--- src/sv/dmwbc_pkg.sv ---
`timescale 1ns / 1ps
`default_nettype none

package dmwbc_pkg;

  localparam int unsigned ADDR_BITS  = 16;
  localparam int unsigned NUM_LINES  = 32;
  localparam int unsigned LINE_BYTES = 8;

  localparam logic CMD_READ  = 1'b0;
  localparam logic CMD_WRITE = 1'b1;

  typedef struct packed {
    logic                 command;
    logic [ADDR_BITS-1:0] address;
    logic [7:0]           write_data;
  } in_t;

  typedef struct packed {
    logic [7:0] read_data;
    logic       hit;
    logic       dirty_flag;
  } out_t;

  // controller to datapath
  typedef struct packed {
    logic accept;
    logic clear_we;
    logic lookup;
    logic fill;
    logic load_out;
  } ctrl_cmd_t;

  // datapath to controller
  typedef struct packed {
    logic hit;
    logic is_write;
    logic clear_last;
  } ctrl_sts_t;

endpackage

`default_nettype wire

--- src/sv/dmwbc_ctrl.sv ---
`timescale 1ns / 1ps
`default_nettype none

module dmwbc_ctrl (
  input  wire                    clk_i,
  input  wire                    rst_ni,
  input  wire                    in_valid_i,
  output logic                   in_ready_o,
  output logic                   out_valid_o,
  input  wire                    out_ready_i,
  input  dmwbc_pkg::ctrl_sts_t   sts_i,
  output dmwbc_pkg::ctrl_cmd_t   cmd_o
);

  typedef enum logic [2:0] {
    ST_CLEAR,
    ST_IDLE,
    ST_LOOKUP,
    ST_FILL,
    ST_RESP
  } state_e;

  state_e state_q, state_d;
  logic   out_valid_q, out_valid_d;

  always_comb begin
    state_d     = state_q;
    out_valid_d = out_valid_q && !out_ready_i;
    cmd_o       = '0;
    in_ready_o  = 1'b0;
    unique case (state_q)
      ST_CLEAR: begin
        cmd_o.clear_we = 1'b1;
        if (sts_i.clear_last) begin
          state_d = ST_IDLE;
        end
      end
      ST_IDLE: begin
        in_ready_o   = 1'b1;
        cmd_o.accept = in_valid_i;
        if (in_valid_i) begin
          state_d = ST_LOOKUP;
        end
      end
      ST_LOOKUP: begin
        cmd_o.lookup = 1'b1;
        if (!sts_i.hit) begin
          state_d = ST_FILL;
        end else if (sts_i.is_write) begin
          state_d = ST_IDLE;
        end else begin
          state_d = ST_RESP;
        end
      end
      ST_FILL: begin
        cmd_o.fill = 1'b1;
        state_d    = sts_i.is_write ? ST_IDLE : ST_RESP;
      end
      ST_RESP: begin
        // wait for the output register to free up
        if (!out_valid_q || out_ready_i) begin
          cmd_o.load_out = 1'b1;
          out_valid_d    = 1'b1;
          state_d        = ST_IDLE;
        end
      end
      default: begin
        state_d = ST_IDLE;
      end
    endcase
  end

  always_ff @(posedge clk_i or negedge rst_ni) begin
    if (!rst_ni) begin
      state_q     <= ST_CLEAR;
      out_valid_q <= 1'b0;
    end else begin
      state_q     <= state_d;
      out_valid_q <= out_valid_d;
    end
  end

  assign out_valid_o = out_valid_q;

endmodule

`default_nettype wire

--- config.mk ---
export PLATFORM = sky130hd
export DESIGN_NAME = dmwbc_ctrl
export DESIGN_NICKNAME = d
export VERILOG_FILES = /design/src/sv/dmwbc_pkg.sv /design/src/sv/dmwbc_ctrl.sv
export SDC_FILE = /design/constraint.sdc
export NUM_CORES = 1
export LEC_CHECK = 0
export BUFFER_PORTS_ARGS = -buffer_cell sky130_fd_sc_hd__buf_2
export CAP_MARGIN = 5
export CORE_AREA = 2 2 39 41
export CTS_CLUSTER_SIZE = 12
export DETAILED_ROUTE_END_ITERATION = 16
export DIE_AREA = 0 0 41 43
export SLEW_MARGIN = 20
export SYNTH_ARGS = -nofsm -noshare
export SYNTH_HDL_FRONTEND = slang
export SYNTH_SLANG_ARGS = --single-unit
--- constraint.sdc ---
create_clock -name clk_i -period 1.35 [get_ports clk_i]
set_input_delay 0.27 -clock clk_i [delete_from_list [all_inputs] [get_ports clk_i]]
set_output_delay 0.27 -clock clk_i [all_outputs]
set_load 0.01 [all_outputs]
---- Yosys cells after proc, flatten, opt, wreduce, memory -nomap -nowiden ----
Cells that the tools add are included.
W data, S select, Z words.
cells by class
  multiplexer cells ....................... 15
  equality and inequality tests ........... 7
  reduce and logical (&&, ||, !) cells .... 6
operators by type and width
  operator              count
  $mux W3               5
  $pmux W3 S5           1
  $mux W1               9
  $eq A3 B2 Y1 const B  2
  $ne A2 B2 Y1 const B  3
  $eq A3 B1 Y1 const B  1
  $eq A3 B3 Y1 const B  1
  $logic_not A3 Y1      1
  $reduce_and A3 Y1     1
  $logic_not A1 Y1      2
  $logic_and A1 B1 Y1   1
  $logic_or A1 B1 Y1    1
word-level totals
  flip-flop bits (word level) ............. 4
  output and inout port bits .............. 7

---- Longest topological paths before layout ----
Gate-level depths: netlist of run 1.
  depth after elaboration ................. 4
  gate-level depth with buffers ........... 4

---- Least setup slack after synthesis of run 1 ----
Ideal clock, no wire load.
  kind .................................... register -> output
  from .................................... reg state_q[2]
  to ...................................... out cmd_o[4] in the netlist's numbering
  arrival ................................. 1.080 ns
  data required time ...................... 1.080 ns
  setup slack ............................. 0.000 ns
  buffers on the path ..................... 1
  stages on the path, launching flop included .. 4
  cells stage by stage .................... dfrtp_1 > buf_4 > nor3b_1 > and2_1
RTL lines
  item                      line              RTL
  start: declaration        dmwbc_ctrl.sv:23  state_e state_q, state_d;
  start signal: assignment  dmwbc_ctrl.sv:78  state_q <= state_d;
  end: declaration          dmwbc_ctrl.sv:12  output dmwbc_pkg::ctrl_cmd_t cmd_o

==> key figures, run 1 <==
Clocking
  • CTS root buffer: clkbuf_4
  • CTS HTree Levels: 1
  • Num Clock Sinks: 4
  • Num CTS Buffers: 3
  • Clock transition at the registers of the reported paths: 0.04 ns
  • Clock Tree Buf Depth: 2
  • Clock tree from TritonCTS: built
  • Clock latency on the worst-skew pair: 0.23 ns

Drt
  • TritonRoute pass-1 iters: 4
  • Antenna viol nets, final: 0
  • Drt via density: 4.30
  • Wire per inst: 10.3 um
  • Remaining DRCs: 0
  • Post-Route WL: ~660 um
  • Vias: 275
  • Initial drt markers: 1

Setup path
  • CP required: around 1.1 ns
  • Critical path's largest stage delay: 0.41 ns
  • CP Capture Type: output port
  • CP max FO: 4
  • Worst setup startpoint: state_q[1]
  • Worst path depth: 3
  • R2R Path End: state_q[1]
  • Critical Path End: cmd_o[0]
  • Cell family with most CP delay: simple AND/OR/NAND/NOR gates
  • CP Data Arrival Time: 1.24 ns
  • CP Launch Type: register
  • Worst R2R Path Depth: 5
  • Register-to-register setup slack: 0.05 ns
  • Setup Crit Path Kind: reg2out
  • Buffers & Inverters on Critical Path: 1
  • Crit path cell chain: or3_4, nor2_1, buf_2
  • CP max-delay cell: dfrtp_1
  • Reg2reg start: state_q[0]

Synthesis
  • Synthesized flop and latch total: 4
  • Average size of a mapped cell: 9.59 um2
  • Syn_nets: 34
  • Mapped cell area: 259 um2
  • Sequential share of the synthesized area: 38.6%
  • Cells after Synth: 27
  • Distinct cells, synth: 21
  • Yosys warns: 0

GRT
  • Met3 Usage GRT: 3.14%
  • Initial antenna violation count: 0
  • Met1 usage: 10.7%
  • Met2 usage: 13.8%
  • Total grt overflow: 0
  • Vias in the first global route: between 200 and 300
  • First-pass GRT wire length: 1110 um
  • All-layer global routing usage: 10.5%
  • Global route hottest layer: met4
  • Largest net degree at the start of global routing: 6

Layout
  • Fraction of layout cells with a size suffix above 1: between 50 and 60%
  • Number of diodes: 0
  • Fin cells: 64
  • Final net count: between 50 and 60
  • Final Instance Area: 422 um2
  • FILL cells: ~150
  • Area Growth Syn to Fin: 62.8%

Floorplan
  • FP Rows: 14
  • Core area: 1380 um2
  • Die area: 1760 um2
  • Starting Density: 18.7%
  • Die Wd: 41 um
  • Die height: approximately 43 um
  • I/O pin total: 14

Timing
  • Clock Skew: 0.00260 ns
  • Pins Over Slew Limit: 0
  • Actual slew at the worst max-slew pin: 0.272 ns
  • Final worst slack: -0.164 ns
  • Fin crit share: 112%
  • Tmin final: around 1.5 ns
  • Worst hold margin: 0.312 ns
  • Worst slew margin: 81.7%
  • RSZ-0062 raised after global routing: yes
  • Endpoints failing setup: 4
  • Final hold vios: 0
  • Fmax: 661 MHz

Job
  • Max-cap violations: 0

Power
  • Worst ir drop on vdd: 0.000579 V
  • Lkg Pwr: ~0.21 nW
  • Pwr per Cell Area: 2100 nW/um2

Run status
  • Failing checks: negative setup slack
  • Status: finished, violations left

Placed design
  • Dpl cells: 57
  • # port buffers: 13
  • HPWL after DPL: around 470 um
  • Placed Area: 348 um2
  • Final GP Congestion: 0.772
  • Place WS: 0.0415 ns

Worst hold path
  • Tightest Hold Check Type: in2reg
worst min path at each step:
stage               startpoint           to  slack (ns)  cells after the start
finish                sts_i[2]   state_q[1]        0.31                      3
global route          sts_i[2]   state_q[1]        0.31                      3
CTS                   sts_i[2]   state_q[1]        0.31                      3
detailed placement      rst_ni   state_q[2]        0.08                      1
global placement        rst_ni   state_q[2]        0.08                      1
floorplan               rst_ni  out_valid_o       -0.03                      0
tightest hold or removal path, cell delays in order:
cell     delay [ns]
buf_2          0.08
or3b_1         0.11
a21oi_2        0.05
flip-flops by register name, indices dropped and copies added, names as in the netlist:
signal / count
out_valid_o: 1
state_q: 3
Yosys cell counts:
| cell | number | area (um2) |
|---|---|---|
| or3_4 | 1 | 11.3 |
| nand2b_1 | 1 | 6.26 |
| nand3b_1 | 1 | 7.51 |
| o21ai_0 | 1 | 5.00 |
| buf_4 | 1 | 7.51 |
| inv_2 | 1 | 3.75 |
| nor3b_1 | 3 | 22.5 |
| nor2_1 | 2 | 7.51 |
| a21boi_0 | 1 | 7.51 |
| o31a_2 | 1 | 10.0 |
| nand2_1 | 1 | 3.75 |
| a211oi_1 | 1 | 7.51 |
| and2_1 | 1 | 6.26 |
| nor2b_1 | 1 | 6.26 |
| o21ai_1 | 1 | 5.00 |
| dfrtp_1 | 4 | 100 |
| nor3_1 | 1 | 5.00 |
| and3_2 | 1 | 7.51 |
| or3b_1 | 1 | 8.76 |
| buf_6 | 1 | 11.3 |
| a21oi_2 | 1 | 8.76 |
what timing repair did:
item | CTS | global route
gates resized for setup | 5 | 0
endpoints found under the hold margin | 4 | 0
cloned | 0 | 0
hold buffers | 1 | 0
setup buffers | 3 | 0
setup endpoints to repair | 4 | 7
pin swaps | 0 | 2
stage by stage:
step	util, %	setup TNS [ns]	total power (W)
2_1_floorplan	-	0	0.000480
3_3_place_gp	25.1	0	0.000619
3_5_place_dp	25.1	0	0.000619
4_1_cts	30.5	-0.420	0.000900
5_1_grt	30.5	-0.745	0.000965
6_report	30.5	-0.280	0.000885
cell usage in the layout (no fill, tap or decap):
master	netlist	layout
or3_4	1	1
dfrtp_1	4	3
nor3_1	1	1
clkbuf_4	0	3
nand3b_1	1	1
o31a_2	1	1
nand2_1	1	1
dlygate4sd3_1	0	1
or3b_1	1	1
nor3b_1	3	3
and3_4	0	1
nor2b_1	1	1
o21ai_1	1	1
dfrtp_2	0	1
and2_1	1	1
nand2b_1	1	1
buf_6	1	3
buf_2	0	12
a21boi_0	1	1
inv_2	1	1
a211oi_1	1	1
o21ai_0	1	1
buf_4	1	4
a21oi_2	1	1
nor2_1	2	2
kinds of logic after synthesis:
kind of cell,count (synthesis),synth area share [%]
flip-flops,4,38.6
buffers and inverters,3,8.70
AND/OR/NAND/NOR,14,35.8
AO/OA/AOI/OAI,6,16.9
report_power, final:
group / total [W] / switching, W / internal, W / leakage [nW]
clock network: 0.000147 / 0.0000481 / 0.0000994 / 0.0138
registers: 0.000212 / 0.0000452 / 0.000167 / 0.0502
logic: 0.000525 / 0.000216 / 0.000308 / 0.144
routing by layer:
metal,wire length [um],part of all wire (%)
met1,273,41
met2,346,53
met3,19,2.9
met4,19,2.9
met5,0,0
cell type report:
cell class / instances / area, um2 / area share, %
multi-input combinational: 20 / 140 / 33.2
timing repair buffer: 20 / 134 / 31.8
clock buffer: 3 / 22.5 / 5.34
tap: 16 / 20.0 / 4.75
sequential: 4 / 101 / 24.0
inverter: 1 / 3.75 / 0.890
(Power assumes the default switching activity.)
==> inputs of run 2 (changes only) <==
--- a/config.mk
+++ b/config.mk
@@ -8,6 +8,7 @@
 export BUFFER_PORTS_ARGS = -buffer_cell sky130_fd_sc_hd__buf_2
 export CAP_MARGIN = 5
 export CORE_AREA = 2 2 39 41
+export CTS_BUF_LIST = sky130_fd_sc_hd__clkbuf_8 sky130_fd_sc_hd__clkbuf_16
 export CTS_CLUSTER_SIZE = 12
 export DETAILED_ROUTE_END_ITERATION = 16
 export DIE_AREA = 0 0 41 43
==> run 2 against run 1 <==
The run still ends with negative setup slack left. First-iteration DRC count grew to 4.0 times the previous value. Highest routed layer is now met3. Cell count increased by 1.6%. Critical endpoint unchanged. Maximum frequency increased by 0.49%. Design area increased by 11%. Count of clock-buffer cells in the layout unchanged. Combinational power up 7.2%.
==> key figures, run 2 (synthesis gave the netlist of run 1 again) <==
Timing
  • Clock Skew: roughly 0.0015 ns
  • Final worst slack: -0.157 ns
  • Fmax: approximately 660 MHz
  • Sum Neg Setup Slack: -0.361 ns
  • Final hold vios: 0
  • RSZ-0062 raised after global routing: yes
  • Tmin final: 1.51 ns
  • Actual slew at the worst max-slew pin: between 0.15 and 0.2 ns
  • Pins Over Slew Limit: 0
  • Fin crit share: 112%
  • Endpoints failing setup: 3
  • Worst slew margin: 87.3%

Placed design
  • # port buffers: 13
  • HPWL after DPL: 472 um
  • Final GP Congestion: 0.772
  • Placed Area: between 300 and 400 um2

Clocking
  • Num CTS Buffers: 3
  • CTS HTree Levels: 1
  • Clock transition at the registers of the reported paths: 0.03 ns
  • Clock Tree Buf Depth: 2
  • Clock tree from TritonCTS: built
  • Num Clock Sinks: 4
  • CTS root buffer: clkbuf_8
  • Clock latency on the worst-skew pair: 0.21 ns

Run status
  • Failing checks: negative setup slack
  • Status: finished, violations left

Layout
  • Commonest cells after routing, fill and taps aside: buf_2 (12), buf_4 (5), clkbuf_8 (3), dfrtp_1 (3)
  • Final Instance Area: about 470 um2
  • Fraction of layout cells with a size suffix above 1: 65.3%
  • Number of diodes: 0
  • Area Growth Syn to Fin: 80.7%
  • Most flops, register: state_q
  • Max reg flops: 3
  • Final net count: 58
  • Commonest non-fill, non-tap cell in the layout: buf_2
  • Fin util: 33.8%

Drt
  • Post-Route WL: between 600 and 700 um
  • Antenna viol nets, final: 0
  • Wire per inst: 9.92 um
  • Vias: around 270
  • Remaining DRCs: 0
  • Initial drt markers: 4
  • Drt via density: approximately 4.2
  • TritonRoute pass-1 iters: 4

GRT
  • Initial antenna violation count: 0
  • Largest net degree at the start of global routing: 7
  • Total grt overflow: 0
  • Vias in the first global route: 249
  • First-pass GRT wire length: a little over 1000 um
  • All-layer global routing usage: 9.77%

Setup path
  • Setup Crit Path Kind: reg2out
  • CP required: approximately 1.1 ns
  • CP Capture Type: output port
  • CP Launch Type: register
  • CP max FO: 4
  • CP Data Arrival Time: 1.24 ns

Floorplan
  • Die Wd: about 41 um
  • FP Rows: 14
  • I/O pin total: 14
  • Die height: between 40 and 50 um
  • Core area: 1380 um2
  • Die area: roughly 1800 um2
  • Starting Density: 18.7%

Power
  • Pwr per Cell Area: 2190 nW/um2
  • Worst ir drop on vdd: 0.000586 V
  • Lkg Pwr: 0.229 nW

Job
  • Max-cap violations: 0

Worst hold path
  • Tightest Hold Check Type: in2reg
## run 2: changes by cell type in the layout (fill, tap and decap cells not counted), moves of 2 or more
cell | previous run | this run
nor3b_1 | 3 | 1
nor3b_2 | 0 | 2
clkbuf_4 | 3 | 0
clkbuf_8 | 0 | 3
## run 2: report_power, final
group	switching (W)	internal, W
Clock	0.0000582	0.000190
Combinational	0.000230	0.000333
Sequential	0.0000444	0.000167
Total	0.000333	0.000691
## run 2: critical path, cell delays in order (launching register included)
cell	delay (ns)
dfrtp_1	0.40
or3_4	0.40
nor2_1	0.09
buf_2	0.13
## run 2: path summary, 6_finish.rpt
check	slack, ns	to	cells past startpoint	from
max reg2reg	0.06	state_q[0]	5	state_q[2]
min in group asynchronous	0.40	out_valid_o	2	rst_ni
min	0.33	state_q[2]	3	sts_i[2]
min reg2reg	0.52	out_valid_o	2	out_valid_o
max in group asynchronous	0.83	state_q[2]	2	rst_ni
max	-0.16	cmd_o[0]	3	state_q[0]
## run 2: metal layers
metal  share of wire, %  GRT usage (%)  vias to the layer above
met4                  0           12.0                        0
met3                1.1           4.71                        0
li1                   -              -                      138
met1                 44           9.74                      131
met5                  0              0                        -
met2                 55           12.5                        4
## run 2: timing repair
item	CTS	global route
hold buffers	1	0
buffers inserted	3	1
endpoints found under the hold margin	4	0
setup endpoints to repair	3	6
resized for setup	5	2
## run 2: layout make-up
| cell class | count | area (um2) |
|---|---|---|
| Sequential cell | 4 | 101 |
| Tap cell | 16 | 20.0 |
| Multi-Input combinational cell | 20 | 151 |
| Fill cell | 145 | 916 |
| Inverter | 1 | 3.75 |
| Timing Repair Buffer | 21 | 150 |
| Clock buffer | 3 | 41.3 |
## run 2: metrics by stage
| step | setup slack [ns] | hold slack (ns) | total power [W] | std cells |
|---|---|---|---|---|
| floorplan | 0.000216 | -0.0256 | 0.000480 | 27 |
| global placement | 0.0459 | 0.0751 | 0.000619 | 57 |
| detailed placement | 0.0415 | 0.0757 | 0.000619 | 57 |
| CTS | -0.167 | 0.336 | 0.000991 | 64 |
| global route | -0.179 | 0.355 | 0.00110 | 65 |
| finish | -0.157 | 0.331 | 0.00102 | 65 |
==> inputs of run 3 (changes only) <==
--- a/config.mk
+++ b/config.mk
@@ -7,11 +7,14 @@
 export LEC_CHECK = 0
 export BUFFER_PORTS_ARGS = -buffer_cell sky130_fd_sc_hd__buf_2
 export CAP_MARGIN = 5
+export CELL_PAD_IN_SITES_DETAIL_PLACEMENT = 1
+export CELL_PAD_IN_SITES_GLOBAL_PLACEMENT = 1
 export CORE_AREA = 2 2 39 41
 export CTS_BUF_LIST = sky130_fd_sc_hd__clkbuf_8 sky130_fd_sc_hd__clkbuf_16
 export CTS_CLUSTER_SIZE = 12
 export DETAILED_ROUTE_END_ITERATION = 16
 export DIE_AREA = 0 0 41 43
+export PLACE_DENSITY_LB_ADDON = 0.1
 export SLEW_MARGIN = 20
 export SYNTH_ARGS = -nofsm -noshare
 export SYNTH_HDL_FRONTEND = slang
==> run 3 against run 2 <==
The run still ends with negative setup slack left. Maximum frequency down 0.43%. Sequential power about the same. Total power up 0.34%. Critical path type unchanged. Critical endpoint unchanged. Largest cell class unchanged. Highest routed layer unchanged.
==> key figures, run 3 (synthesis gave the netlist of run 1 again) <==
Run status
  • Failing checks: negative setup slack
  • Status: finished, violations left

Floorplan
  • Core area: 1380 um2
  • Starting Density: 18.7%
  • Die height: 43 um
  • I/O pin total: 14
  • Die area: 1760 um2
  • FP Rows: 14
  • Die Wd: approximately 41 um

Drt
  • Initial drt markers: 0
  • Antenna viol nets, final: 0
  • Post-Route WL: 717 um
  • Vias: about 270
  • Drt via density: around 4.1
  • TritonRoute pass-1 iters: 1
  • Remaining DRCs: 0
  • Routed length on met1: 296 um
  • Wire per inst: ~11 um
  • Uppermost layer routed: met3
  • WL met3: 37 um
  • Met2 Routed Length: 383 um

Worst hold path
  • Tightest Hold Check Type: in2reg
  • Hold wc startpoint: sts_i[2]

Timing
  • Fin crit share: 112%
  • Actual slew at the worst max-slew pin: roughly 0.26 ns
  • Endpoints failing setup: 2
  • Clock Skew: 0.000896 ns
  • RSZ-0062 raised after global routing: yes
  • Final hold vios: 0
  • Pins Over Slew Limit: 0
  • Tmin final: ~1.5 ns
  • Worst hold margin: 0.352 ns
  • Worst slew margin: 82.5%
  • Final worst slack: -0.163 ns
  • Fmax: 661 MHz

Setup path
  • Crit path cell chain: inv_2, or3_4, nor2_2, buf_2
  • Setup Crit Path Kind: reg2out
  • CP max-delay cell: dfrtp_1
  • CP Launch Type: register
  • Reg2reg start: state_q[0]
  • R2R Path End: state_q[1]
  • CP Data Arrival Time: 1.24 ns
  • CP Capture Type: output port
  • Register-to-register setup slack: 0.04 ns
  • Critical Path End: cmd_o[0]
  • Worst R2R Path Depth: 4
  • CP max FO: 4
  • CP required: 1.08 ns
  • Critical path's largest stage delay: 0.39 ns
  • Worst setup startpoint: state_q[2]

Layout
  • Register Area: about 100 um2
  • Area of the multi-input gates: 159 um2
  • Area Growth Syn to Fin: 81.2%
  • Number of diodes: 0
  • Fraction of layout cells with a size suffix above 1: roughly 64%
  • Final net count: 59
  • FILL cells: 170
  • Most flops, register: state_q
  • Commonest non-fill, non-tap cell in the layout: buf_2
  • Commonest cells after routing, fill and taps aside: buf_2 (12), buf_4 (7), dfrtp_1 (4)
  • Max reg flops: 3

Clocking
  • Clock tree from TritonCTS: built
  • CTS root buffer: clkbuf_8
  • Num CTS Buffers: 3
  • Clock transition at the registers of the reported paths: 0.03 ns
  • Num Clock Sinks: 4
  • Clock latency on the worst-skew pair: 0.21 ns
  • CTS HTree Levels: 1
  • Clock Tree Buf Depth: 2

Placed design
  • HPWL after DPL: 569 um
  • Place WS: just under 0.06 ns
  • # port buffers: 13
  • Final GP Congestion: 0.644

GRT
  • First-pass GRT wire length: 1210 um
  • Largest net degree at the start of global routing: 8
  • All-layer global routing usage: about a tenth
  • Initial antenna violation count: 0
  • Total grt overflow: 0
  • Vias in the first global route: 296

Power
  • Total power: 0.00103 W
  • Worst ir drop on vdd: 0.000908 V
  • Lkg Pwr: 0.229 nW
  • Pwr per Cell Area: ~2200 nW/um2

Job
  • Max-cap violations: 0
==> run 3: cell types whose count changed in the layout (fill, tap and decap cells not counted), sizes merged <==
| cell | before | now |
|---|---|---|
| buf | 20 | 21 |
==> run 3: worst min-delay path by stage <==
stage                        endpoint  cells after the start
after floorplan           out_valid_o                      0
after global placement     state_q[0]                      1
after detailed placement  out_valid_o                      1
after CTS                  state_q[1]                      3
after global routing       state_q[1]                      3
final                      state_q[1]                      3
==> run 3: final cells by class <==
| class | instances | area share (%) |
|---|---|---|
| inverters | 1 | 0.800 |
| well taps | 16 | 4.27 |
| flip-flops and latches | 4 | 21.3 |
| repair buffers | 22 | 30.9 |
| clock buffers | 3 | 8.80 |
| multi-input cells | 20 | 33.9 |
==> run 3: report_power, final <==
group | internal (W) | switching (W) | total [W] | leakage [nW]
registers | 0.000166 | 0.0000444 | 0.000210 | 0.0518
logic | 0.000324 | 0.000251 | 0.000575 | 0.156
clock network | 0.000189 | 0.0000518 | 0.000241 | 0.0216
==> run 3: what timing repair did <==
item,in CTS,in global routing
pin swaps,0,2
hold endpoints to repair,4,0
setup buffers,2,3
hold buffers,1,0
gates resized for setup,4,4
endpoints found under the setup margin,6,6
==> run 3: per-layer routing <==
| metal | track usage, % | vias up |
|---|---|---|
| met1 | 12.4 | 126 |
| li1 | - | 140 |
| met5 | 0 | - |
| met2 | 15.6 | 7 |
| met3 | 1.57 | 0 |
| met4 | 8.00 | 0 |
==> run 3: metrics by stage <==
stage               TNS [ns]  util [%]  cells  instance area (um2)
floorplan                  0         -     27                  259
global placement           0      25.7     58                  355
detailed placement         0      25.7     58                  355
CTS                   -0.623      31.9     64                  442
global route          -0.583      33.9     66                  469
finish                -0.251      33.9     66                  469
==> run 3: critical path: cells and delay by family, from the launching register on <==
kind / cells / cell delay (ns)
simple gates: 2 / 0.47
buf+inv: 2 / 0.18
flops: 1 / 0.39
